## src/rtl/sbs_pkg.sv

```systemverilog
package sbs_pkg;

  localparam int STORE_DEPTH = 32;
  localparam int BAND_W      = 5;
  localparam int LEVEL_W     = 17;
  localparam int HEIGHT_W    = 10;
  localparam int INTEN_W     = 8;

  typedef logic [LEVEL_W-1:0] level_t;

  typedef struct packed {
    level_t              level;
    logic [HEIGHT_W-1:0] height;
    logic [INTEN_W-1:0]  intensity;
  } calc_res_t;

  localparam level_t              LEVEL_ONE      = 17'h10000;
  localparam level_t              SNAP_LIMIT     = 17'd655;
  localparam level_t              FACTOR_RESET   = 17'd19661;
  localparam logic [HEIGHT_W-1:0] HEIGHT_RESET   = 10'd100;
  localparam logic [HEIGHT_W-1:0] MIN_HEIGHT     = 10'd2;
  localparam logic [HEIGHT_W-1:0] INTENSITY_SPAN = 10'd155;
  localparam logic [INTEN_W:0]    INTENSITY_BASE = 9'd100;
  localparam logic [INTEN_W:0]    INTENSITY_MAX  = 9'd255;

  localparam logic REQ_LOAD = 1'b0;
  localparam logic REQ_TICK = 1'b1;

  localparam logic REG_FACTOR = 1'b0;
  localparam logic REG_HEIGHT = 1'b1;

endpackage

```

## src/rtl/sbs_calc.sv

```systemverilog
module sbs_calc (
  input  logic                          clk,
  input  logic                          rst,
  input  logic                          start,
  input  sbs_pkg::level_t               cur,
  input  sbs_pkg::level_t               tgt,
  input  sbs_pkg::level_t               factor,
  input  logic [sbs_pkg::HEIGHT_W-1:0]  max_height,
  output logic                          done,
  output sbs_pkg::calc_res_t            res
);
  import sbs_pkg::*;

  localparam logic [1:0] PH_IDLE  = 2'd0;
  localparam logic [1:0] PH_MIX   = 2'd1;
  localparam logic [1:0] PH_ROOT  = 2'd2;
  localparam logic [1:0] PH_SCALE = 2'd3;

  localparam logic [4:0] LEVEL_STEPS = 5'(LEVEL_W - 1);
  localparam logic [4:0] SCALE_STEPS = 5'(HEIGHT_W - 1);

  logic [1:0]          phase;
  logic [4:0]          cnt;
  level_t              cur_r;
  level_t              tgt_r;
  level_t              fsh;
  level_t              gsh;
  level_t              f_eff;
  level_t              g_eff;
  logic [17:0]         pp;
  logic [18:0]         mix_hi;
  logic [34:0]         acc;
  logic [34:0]         acc_next;
  level_t              mix_lvl;
  logic [33:0]         rad;
  logic [20:0]         rem;
  logic [20:0]         rem_sh;
  logic [20:0]         rem_next;
  logic [20:0]         trial;
  level_t              root;
  level_t              root_next;
  logic [HEIGHT_W-1:0] hsh;
  logic [HEIGHT_W-1:0] ksh;
  logic [17:0]         h_hi;
  logic [17:0]         k_hi;
  logic [26:0]         hacc;
  logic [26:0]         kacc;
  logic [26:0]         hacc_next;
  logic [26:0]         kacc_next;
  logic [HEIGHT_W-1:0] height_c;
  logic [INTEN_W:0]    inten_c;

  always_comb begin
    f_eff    = factor[LEVEL_W-1] ? LEVEL_ONE : factor;
    g_eff    = LEVEL_ONE - f_eff;
    pp       = (fsh[0] ? {1'b0, tgt_r} : 18'd0) + (gsh[0] ? {1'b0, cur_r} : 18'd0);
    mix_hi   = {1'b0, acc[34:17]} + {1'b0, pp};
    acc_next = {mix_hi, acc[16:1]};
    mix_lvl  = (acc_next[32:16] < SNAP_LIMIT) ? '0 : acc_next[32:16];

    rem_sh = {rem[18:0], rad[33:32]};
    trial  = {2'b00, root, 2'b01};
    if (rem_sh >= trial) begin
      rem_next  = rem_sh - trial;
      root_next = {root[15:0], 1'b1};
    end else begin
      rem_next  = rem_sh;
      root_next = {root[15:0], 1'b0};
    end

    h_hi      = {1'b0, hacc[26:10]} + (hsh[0] ? {1'b0, root} : 18'd0);
    k_hi      = {1'b0, kacc[26:10]} + (ksh[0] ? {1'b0, root} : 18'd0);
    hacc_next = {h_hi, hacc[9:1]};
    kacc_next = {k_hi, kacc[9:1]};
    height_c  = (hacc_next[25:16] < MIN_HEIGHT) ? MIN_HEIGHT : hacc_next[25:16];
    inten_c   = INTENSITY_BASE + {1'b0, kacc_next[23:16]};
  end

  always_ff @(posedge clk) begin
    if (rst) begin
      phase <= PH_IDLE;
      cnt   <= '0;
      done  <= 1'b0;
    end else begin
      done <= (phase == PH_SCALE) && (cnt == 5'd0);
      case (phase)
        PH_IDLE: begin
          if (start) begin
            phase <= PH_MIX;
            cnt   <= LEVEL_STEPS;
            acc   <= '0;
            fsh   <= f_eff;
            gsh   <= g_eff;
            cur_r <= cur;
            tgt_r <= tgt;
          end
        end
        PH_MIX: begin
          acc <= acc_next;
          fsh <= fsh >> 1;
          gsh <= gsh >> 1;
          if (cnt == 5'd0) begin
            phase     <= PH_ROOT;
            cnt       <= LEVEL_STEPS;
            res.level <= mix_lvl;
            rad       <= {1'b0, mix_lvl, 16'd0};
            rem       <= '0;
            root      <= '0;
          end else begin
            cnt <= cnt - 5'd1;
          end
        end
        PH_ROOT: begin
          rem  <= rem_next;
          root <= root_next;
          rad  <= {rad[31:0], 2'b00};
          if (cnt == 5'd0) begin
            phase <= PH_SCALE;
            cnt   <= SCALE_STEPS;
            hsh   <= max_height;
            ksh   <= INTENSITY_SPAN;
            hacc  <= '0;
            kacc  <= '0;
          end else begin
            cnt <= cnt - 5'd1;
          end
        end
        PH_SCALE: begin
          hacc <= hacc_next;
          kacc <= kacc_next;
          hsh  <= hsh >> 1;
          ksh  <= ksh >> 1;
          if (cnt == 5'd0) begin
            phase         <= PH_IDLE;
            res.height    <= height_c;
            res.intensity <= (inten_c > INTENSITY_MAX) ? INTENSITY_MAX[INTEN_W-1:0]
                                                       : inten_c[INTEN_W-1:0];
          end else begin
            cnt <= cnt - 5'd1;
          end
        end
        default: phase <= PH_IDLE;
      endcase
    end
  end

endmodule

```

## src/rtl/spectrum_bar_smoother.sv

```systemverilog
// Per-band level smoother for a bar spectrum display (65536 = 1.0).
// Input channel (in_valid / in_stall): a load word (req_type 0) writes one
// band target, clamped to 0..1.0, in the cycle it is taken; a tick word
// (req_type 1) walks every band and gives one output word per band.
// Output channel (out_valid / out_stall): out_band, bar_height,
// color_intensity, last_band marks the final band of a tick.
// Config port: cfg_write with cfg_index 0 sets smoothing_factor, 1 sets
// max_bar_height; other indexes are dropped.
// Loads are taken whenever no tick is in progress. A tick handles the
// bands one at a time in the bit-serial arithmetic unit: smoothing
// multiply, square root, then height and intensity scaling, plus store
// read and handoff.
// in_stall is high while a tick is in progress. A stalled output word holds
// its value; the next band computes meanwhile and waits in the unit.
// Reset clears all targets and levels to zero and restores the default
// register values; no output word is pending after reset.
module spectrum_bar_smoother #(
  parameter int BAND_COUNT = 32
) (
  input  logic                          clk,
  input  logic                          rst,
  input  logic                          in_valid,
  output logic                          in_stall,
  input  logic                          req_type,
  input  logic [sbs_pkg::BAND_W-1:0]    band_index,
  input  logic signed [17:0]            target_level,
  output logic                          out_valid,
  input  logic                          out_stall,
  output logic [sbs_pkg::BAND_W-1:0]    out_band,
  output logic [sbs_pkg::HEIGHT_W-1:0]  bar_height,
  output logic [sbs_pkg::INTEN_W-1:0]   color_intensity,
  output logic                          last_band,
  input  logic                          cfg_write,
  input  logic                          cfg_index,
  input  logic [sbs_pkg::LEVEL_W-1:0]   cfg_data
);
  import sbs_pkg::*;

  localparam int ACTIVE = (BAND_COUNT > STORE_DEPTH) ? STORE_DEPTH : BAND_COUNT;
  localparam int LAST   = ACTIVE - 1;
  localparam logic [BAND_W:0]   ACTIVE_N = ACTIVE[BAND_W:0];
  localparam logic [BAND_W-1:0] LAST_IDX = LAST[BAND_W-1:0];

  localparam logic [2:0] ST_IDLE  = 3'd0;
  localparam logic [2:0] ST_READ  = 3'd1;
  localparam logic [2:0] ST_START = 3'd2;
  localparam logic [2:0] ST_CALC  = 3'd3;
  localparam logic [2:0] ST_EMIT  = 3'd4;

  logic [2:0]          state;
  logic [BAND_W-1:0]   idx;
  level_t              smoothing_factor;
  logic [HEIGHT_W-1:0] max_bar_height;
  level_t              tmem [STORE_DEPTH];
  level_t              cmem [STORE_DEPTH];
  logic [STORE_DEPTH-1:0] tvalid;
  logic [STORE_DEPTH-1:0] cvalid;
  level_t              trd;
  level_t              crd;
  logic                trd_ok;
  logic                crd_ok;
  level_t              tgt_eff;
  level_t              cur_eff;
  level_t              load_lvl;
  logic                in_take;
  logic                load_we;
  logic                out_free;
  logic                emit;
  logic                calc_start;
  logic                calc_done;
  calc_res_t           calc_res;

  assign in_stall   = (state != ST_IDLE);
  assign in_take    = in_valid && !in_stall;
  assign load_we    = in_take && (req_type == REQ_LOAD) && ({1'b0, band_index} < ACTIVE_N);
  assign out_free   = !out_valid || !out_stall;
  assign emit       = (state == ST_EMIT) && out_free;
  assign calc_start = (state == ST_START);
  assign tgt_eff    = trd_ok ? trd : '0;
  assign cur_eff    = crd_ok ? crd : '0;

  always_comb begin
    if (target_level[17]) begin
      load_lvl = '0;
    end else if (target_level[16:0] > LEVEL_ONE) begin
      load_lvl = LEVEL_ONE;
    end else begin
      load_lvl = target_level[16:0];
    end
  end

  always_ff @(posedge clk) begin
    if (rst) begin
      smoothing_factor <= FACTOR_RESET;
      max_bar_height   <= HEIGHT_RESET;
    end else if (cfg_write) begin
      case (cfg_index)
        REG_FACTOR: smoothing_factor <= cfg_data;
        REG_HEIGHT: max_bar_height   <= cfg_data[HEIGHT_W-1:0];
        default:    smoothing_factor <= smoothing_factor;
      endcase
    end
  end

  always_ff @(posedge clk) begin
    if (load_we) begin
      tmem[band_index] <= load_lvl;
    end
    trd <= tmem[idx];
  end

  always_ff @(posedge clk) begin
    if (emit) begin
      cmem[idx] <= calc_res.level;
    end
    crd <= cmem[idx];
  end

  always_ff @(posedge clk) begin
    if (rst) begin
      tvalid <= '0;
      cvalid <= '0;
      trd_ok <= 1'b0;
      crd_ok <= 1'b0;
    end else begin
      if (load_we) begin
        tvalid[band_index] <= 1'b1;
      end
      if (emit) begin
        cvalid[idx] <= 1'b1;
      end
      trd_ok <= tvalid[idx];
      crd_ok <= cvalid[idx];
    end
  end

  always_ff @(posedge clk) begin
    if (rst) begin
      state     <= ST_IDLE;
      idx       <= '0;
      out_valid <= 1'b0;
    end else begin
      out_valid <= emit || (out_valid && out_stall);
      case (state)
        ST_IDLE: begin
          if (in_take && (req_type == REQ_TICK)) begin
            idx   <= '0;
            state <= ST_READ;
          end
        end
        ST_READ:  state <= ST_START;
        ST_START: state <= ST_CALC;
        ST_CALC: begin
          if (calc_done) begin
            state <= ST_EMIT;
          end
        end
        ST_EMIT: begin
          if (out_free) begin
            if (idx == LAST_IDX) begin
              state <= ST_IDLE;
            end else begin
              idx   <= idx + 1'b1;
              state <= ST_READ;
            end
          end
        end
        default: state <= ST_IDLE;
      endcase
    end
  end

  always_ff @(posedge clk) begin
    if (emit) begin
      out_band        <= idx;
      bar_height      <= calc_res.height;
      color_intensity <= calc_res.intensity;
      last_band       <= (idx == LAST_IDX);
    end
  end

  sbs_calc u_calc (
    .clk        (clk),
    .rst        (rst),
    .start      (calc_start),
    .cur        (cur_eff),
    .tgt        (tgt_eff),
    .factor     (smoothing_factor),
    .max_height (max_bar_height),
    .done       (calc_done),
    .res        (calc_res)
  );

endmodule
```

## config.mk

```make
export PLATFORM = sky130hd
export DESIGN_NAME = spectrum_bar_smoother
export DESIGN_NICKNAME = d
export VERILOG_FILES = /design/src/rtl/sbs_pkg.sv /design/src/rtl/sbs_calc.sv /design/src/rtl/spectrum_bar_smoother.sv
export SDC_FILE = /design/constraint.sdc
export NUM_CORES = 2
export LEC_CHECK = 0
export BUFFER_PORTS_ARGS = -buffer_cell sky130_fd_sc_hd__buf_2
export CAP_MARGIN = 40
export CORE_MARGIN = 2
export CORE_UTILIZATION = 45
export CTS_BUF_LIST = sky130_fd_sc_hd__clkbuf_8
export DETAILED_ROUTE_END_ITERATION = 16
export PLACE_DENSITY = 0.64
export SLEW_MARGIN = 40
export SYNTH_ARGS = -nofsm -noshare
export SYNTH_HDL_FRONTEND = slang
export SYNTH_SLANG_ARGS = --single-unit
```

## constraint.sdc

```tcl
create_clock -name clk -period 7.6 [get_ports clk]
set_clock_uncertainty 0.2 [all_clocks]
set_input_delay 1.14 -clock clk [delete_from_list [all_inputs] [get_ports clk]]
set_output_delay 1.14 -clock clk [all_outputs]
set_load 0.02 [all_outputs]
```

# [Yosys cells after proc, flatten, opt, wreduce, memory -nomap -nowiden]
# Memories as Yosys holds them, arrays and structs flattened. A register that Yosys moved wholly into a read port is not among the register bits.
# Index checks and enable logic that the tools add are counted.
[totals] regBits=416 ramBits=1088 input_bits=47 output_inout_bits=26 wordCells=166 n_memories=2
[mem_list] name="cmem" depth=32 word_bits=17 rd=1 rd_clocked_by_memory_dff=1 wr=1 line="spectrum_bar_smoother.sv:55" source="level_t cmem [STORE_DEPTH];"
[mem_list] name="tmem" depth=32 word_bits=17 rd=1 rd_clocked_by_memory_dff=1 wr=1 line="spectrum_bar_smoother.sv:54" source="level_t tmem [STORE_DEPTH];"
[classes] addsub=9 magnitude_cmp=9 eq_ne=17 n_mux=60 n_bitwise=5 reduce_logical=33
[ops] operator="$mux W17" count=11
[ops] operator="$pmux W27 S2" count=2
[ops] operator="$pmux W17 S2" count=3
[ops] operator="$pmux W35 S2" count=1
[ops] operator="$pmux W34 S2" count=1
[ops] operator="$or A32 B32 Y32" count=2
[ops] operator="$pmux W10 S2" count=2
[ops] operator="$mux W19" count=2
[ops] operator="$pmux W19 S2" count=1
[ops] operator="$add A17 B18 Y18" count=2
[ops] operator="$mux W35" count=1
[ops] operator="$mux W5" count=7
[ops] operator="$mux W34" count=1
[ops] operator="$mux W27" count=1
[ops] operator="$ge A21 B19 Y1" count=1
[ops] operator="$reduce_and A3 Y1" count=7
[ops] operator="$mux W10" count=2
[ops] operator="$pmux W5 S4" count=1
[ops] operator="$add A18 B18 Y19" count=1
[ops] operator="$sub A19 B19 Y19" count=1
[ops] operator="$add A18 B18 Y18" count=1
[ops] operator="$gt A17 B17 Y1 const B" count=1
[ops] operator="$lt A17 B10 Y1 const B" count=1
[ops] operator="$sub A17 B17 Y17 const A" count=1
[ops] operator="other kinds (34)" count=79

# [Logic depth before layout (Yosys ltp)]
[logic_depth] depth_word=7 ltp_mapped=25 mapped_depth_nobuf=23

# [Hierarchy]
# A second synthesis with hierarchy kept.
[hier_totals] hier_cells=3581 area_unflattened_um2=60673.2
[modules_own_cells] module="spectrum_bar_smoother" n_inst=1 cells_each=2338 area_each_um2=47053.9 seq_area_each_um2=36114.6
[modules_own_cells] module="sbs_calc" n_inst=1 cells_each=1243 area_each_um2=13619.3 seq_area_each_um2=6976.7

# [Least setup slack after synthesis]
# Ideal clock, no wire load.
[synth_path] kind="input to register" from="in rst" to="reg u_calc.acc[17] (enable)" setup_time_ns=0.526 arrival_time_ns=5.070 required_ns=6.874 setup_slack_ns=1.804 path_stages=3 path_buffers=2 path_cell_list="clkbuf_1 clkbuf_1 nor3_1"
[synth_via] elab_chain_cells=2
[synth_lines] element="start: declaration" line="spectrum_bar_smoother.sv:21" source="input logic rst,"
[synth_lines] element="$not A1 Y1 (no line)"
[synth_lines] element="$reduce_and A3 Y1 (no line)"
[synth_lines] element="end signal: assignment" line="sbs_calc.sv:99" source="acc <= acc_next;"
[synth_lines] element="end: declaration" line="sbs_calc.sv:32" source="logic [34:0] acc;"
# No other way between the ends.
# A chain may end at the register's enable or synchronous reset.

# [Worst setup path in the final report]
[layout_path] from="reg u_calc.gsh[0]" to="reg u_calc.rad[24] (data pin)"
[layout_via] elab_chain_cells=7
[layout_lines] element="start: declaration" line="sbs_calc.sv:27" source="level_t gsh;"
[layout_lines] element="start signal: assignment" line="sbs_calc.sv:93" source="gsh <= g_eff;"
[layout_lines] element="start signal: assignment" line="sbs_calc.sv:101" source="gsh <= gsh >> 1;"
[layout_lines] element="$mux W17 *" line="sbs_calc.sv:56" source="pp = (fsh[0] ? {1'b0, tgt_r} : 18'd0) + (gsh[0] ? {1'b0, cur_r} : 18'd0);"
[layout_lines] element="$add A18 B18 Y18 *" line="sbs_calc.sv:56"
[layout_lines] element="$add A18 B18 Y19 *" line="sbs_calc.sv:57" source="mix_hi = {1'b0, acc[34:17]} + {1'b0, pp};"
[layout_lines] element="$lt A17 B10 Y1" line="sbs_calc.sv:59" source="mix_lvl = (acc_next[32:16] < SNAP_LIMIT) ? '0 : acc_next[32:16];"
[layout_lines] element="$mux W17 *" line="sbs_calc.sv:59"
[layout_lines] element="$mux W34 *" line="sbs_calc.sv:102" source="if (cnt == 5'd0) begin"
[layout_lines] element="$pmux W34 S2 *" line="sbs_calc.sv:86" source="case (phase)"
[layout_lines] element="end signal: assignment" line="sbs_calc.sv:106" source="rad <= {1'b0, mix_lvl, 16'd0};"
[layout_lines] element="end signal: assignment" line="sbs_calc.sv:116" source="rad <= {rad[31:0], 2'b00};"
[layout_lines] element="end: declaration" line="sbs_calc.sv:35" source="logic [33:0] rad;"
# Mark *: on every way between the ends. The rest lies on a longest branch, timed or not. The select of a mux whose other input is x is not followed.

==> impl_metrics.toml <==
[clock_tree]
clock_path_buffers = 3
hold_buffers = 0
cts.sinks = 1483
cts_resized = 0
numCtsBuffers = 224
cts_root_buf = "clkbuf_8"
clk_latency_ps = 920
tritoncts = "done"
postCtsSetupBuffers = 0
h-tree-depth = 4
cts.clk_slew.worst_paths_ps = 60

[finish]
area_growth_pct = 12.6
multiInputGateArea_um2 = 16800
finish.utilization_pct = 51.1
drive_gt1_share_pct = 23.2
layout.nets = 4017
seq_area_um2 = 43100
post-route-cell-area_um2 = 68200
layout_commonest_cell = "edfxtp_1"
fillers = 11000
final_cell_mix = "edfxtp_1 (1339), mux4_2 (288), nor2_1 (254)"

[synth]
synthAdderAreaFrac_pct = 2.20
synth_edf_count = 1339
postSynthCellCount = 3606
synth_top_family_by_area = "multiplexers"
synth_flop_cell = "edfxtp_1"
yosys_warnings = 0
yosysSeqAreaShare_pct = 71.2
syn_nets = 3757
synth_xor_area_share_pct = 0.883
synthMuxAreaShare_pct = 11.5
synth_compound_area_share_pct = 5.62
synth_simple_gate_area_share_pct = 7.08
ys_types = 82
avgSynthCellArea_um2 = 16.8
syn_area_um2 = 60500
async_flop_share_pct = 0
synth_seq_cells = 1483

[sta]
setup-violations-final = 0
period_needed_ps = 5900
timing.fmax_mhz = 169
tns_ps = 0
slew_violations = 0
rsz0062_at_grt = "false"
finalHoldViolations = 0
min_period_over_period_pct = 77.7
worstMarginPinSlew_ps = 853
fin_ws_ps = 1700
max_slew_margin_pct = 43.1

[power]
p_sw_mw = 5.09
pwr-share-seq_pct = 51.6
internal-power_mw = 13.7
ir_drop_v = 0.000184
clockPowerShare_pct = 32.6
power_density_nw_per_um2 = 276
p_leak_nw = 22.4
p_total_mw = 18.8
netSwitchingFraction_pct = 27.1
combinationalPowerShare_pct = 15.7

[placed_design]
io_buffers = 72
dp_hpwl_mm = 88.1
place_ws_ps = 1780
place.gp.congestion = 0.833
placed_area_um2 = 63900

[setup_path]
end_kind = "register"
critPathArrivalTime_ps = 6350
cp.required_ps = 8040
start_kind = "register"
crit_type = "reg -> reg"
path_max_fanout = 20

[floorplan]
dieWidth_um = 371
io-pin-count = 73
dieArea_um2 = 137000
die_h_um = 371
row_count = 134
core_area_um2 = 133000
start_util_pct = 45.3

[global_route]
overflow = 0
grtUsageTotal_pct = 20.5
antenna_found_initial = 9
grt_max_degree = 87
grt_pass1_wl_mm = 209
grt_pass1_vias = 33500

[routing]
wl_per_cell_um = 24.0
postRouteAntennaNets = 0
drt_iter0_markers = 3238
vias = 33300
wl_mm = 140
drc_errors = 0
vias_per_cell = 5.71
dr.pass1.iters = 5

[run]
maxCapViolations = 0

[run_status]
status = "complete, no violations"

[worst_hold_path]
hp-class = "reg -> reg"
==> worst max-delay path, stage by stage (launching register included) <==
cell and delay [ps]:
edfxtp_1 320, buf_4 200, and2_1 150, ha_1 160
inv_1 60, fa_1 460, nor2b_1 130, o21ai_0 110
a21boi_0 380, o21bai_1 100, a21boi_0 360, o21a_1 180
o21ai_0 80, a21oi_1 160, ha_1 330, a21o_1 210
a21o_1 200, a2111oi_2 350, nor2_1 100, a31oi_2 210
xnor2_1 150, or4_1 560, nor3_2 120, buf_4 260
o31ai_1 90
==> path summary, 6_finish.rpt <==
path                      start              to  slack, ps  depth (start not counted)
setup reg to reg  u_calc.gsh[0]  u_calc.rad[24]       1700                         24
hold reg to reg   u_calc.res[8]   bar_height[0]        220                          0
hold / removal    u_calc.res[8]   bar_height[0]        220                          0
setup / recovery  u_calc.gsh[0]  u_calc.rad[24]       1700                         24
==> registers in the layout (all words and copies together) (netlist names), 17 cells and up <==
register / count
trd: 17
smoothing_factor: 17
u_calc.fsh: 17
u_calc.cur_r: 17
tvalid: 32
u_calc.acc: 18
u_calc.res: 35
u_calc.root: 17
u_calc.rad: 18
u_calc.rem: 19
cmem: 544
u_calc.gsh: 17
u_calc.hacc: 17
tmem: 544
u_calc.tgt_r: 17
cvalid: 32
u_calc.kacc: 17
crd: 17
==> cells by family after synthesis <==
family,after synthesis
flip-flops,1483
AND/OR/NAND/NOR,889
AO/OA/AOI/OAI,494
multiplexers,330
buffers and inverters,245
adder cells (fa/ha/maj),104
XOR/XNOR,61
==> power by group through the flow <==
stage | logic, mW | clock network (mW) | registers (mW)
2_1_floorplan | 2.04 | 0 | 9.91
3_3_place_gp | 2.73 | 0 | 9.99
3_5_place_dp | 2.94 | 0 | 9.88
4_1_cts | 2.96 | 6.27 | 9.71
5_1_grt | 3.32 | 6.62 | 9.74
6_report | 2.96 | 6.14 | 9.71
==> cell type report <==
type                       count  area share [%]
timing repair buffer         198            2.18
clock buffer                 246            4.97
antenna                        6          0.0220
inverter                      81           0.446
tap                         1768            3.25
clock inverter               165            1.25
sequential                  1483            63.2
multi-input combinational   1878            24.7
==> metrics by stage <==
| step | cells | hold WS, ps |
|---|---|---|
| floorplan | 3606 | 200 |
| global placement | 5388 | 204 |
| detailed placement | 5408 | 205 |
| CTS | 5819 | 147 |
| global route | 5825 | 191 |
| finish | 5825 | 216 |
==> cells in the mapped netlist, types with 8 or more instances <==
master / count / area, um2
or2_2: 9 / 56.3
o31ai_1: 13 / 97.6
xnor2_1: 38 / 333
o21a_1: 18 / 135
nor2_1: 317 / 1190
edfxtp_1: 1339 / 40200
a31oi_1: 14 / 87.6
nand2_1: 183 / 687
nand4_1: 46 / 288
o21ba_2: 15 / 150
mux2_2: 25 / 282
nand3b_1: 17 / 128
a21oi_1: 99 / 495
buf_1: 33 / 124
mux4_2: 288 / 6490
or3_1: 13 / 81.3
and3_1: 13 / 81.3
dfxtp_1: 144 / 2880
a21o_1: 18 / 135
a211oi_1: 13 / 97.6
o21ai_0: 72 / 360
o21bai_1: 9 / 67.6
inv_1: 79 / 297
nand3_1: 29 / 145
and2_1: 132 / 826
clkbuf_1: 126 / 473
and2_2: 8 / 60.1
nor4_1: 11 / 68.8
a22oi_1: 141 / 1060
ha_1: 100 / 1250
nor3_1: 48 / 240
a21boi_0: 10 / 75.1
nor2b_1: 25 / 156
mux2i_1: 17 / 170
xor2_1: 23 / 201
nand2b_1: 19 / 119
==> layer usage <==
metal	wire length (um)	vias up	global-route usage [%]	share of wire, %
li1	-	14800	-	-
met1	59900	17200	28.3	43
met2	67300	1105	33.0	48
met3	9870	199	4.02	7.1
met4	2900	10	6.03	2.1
met5	60	-	0	0.043
(Power assumes the default switching activity.)
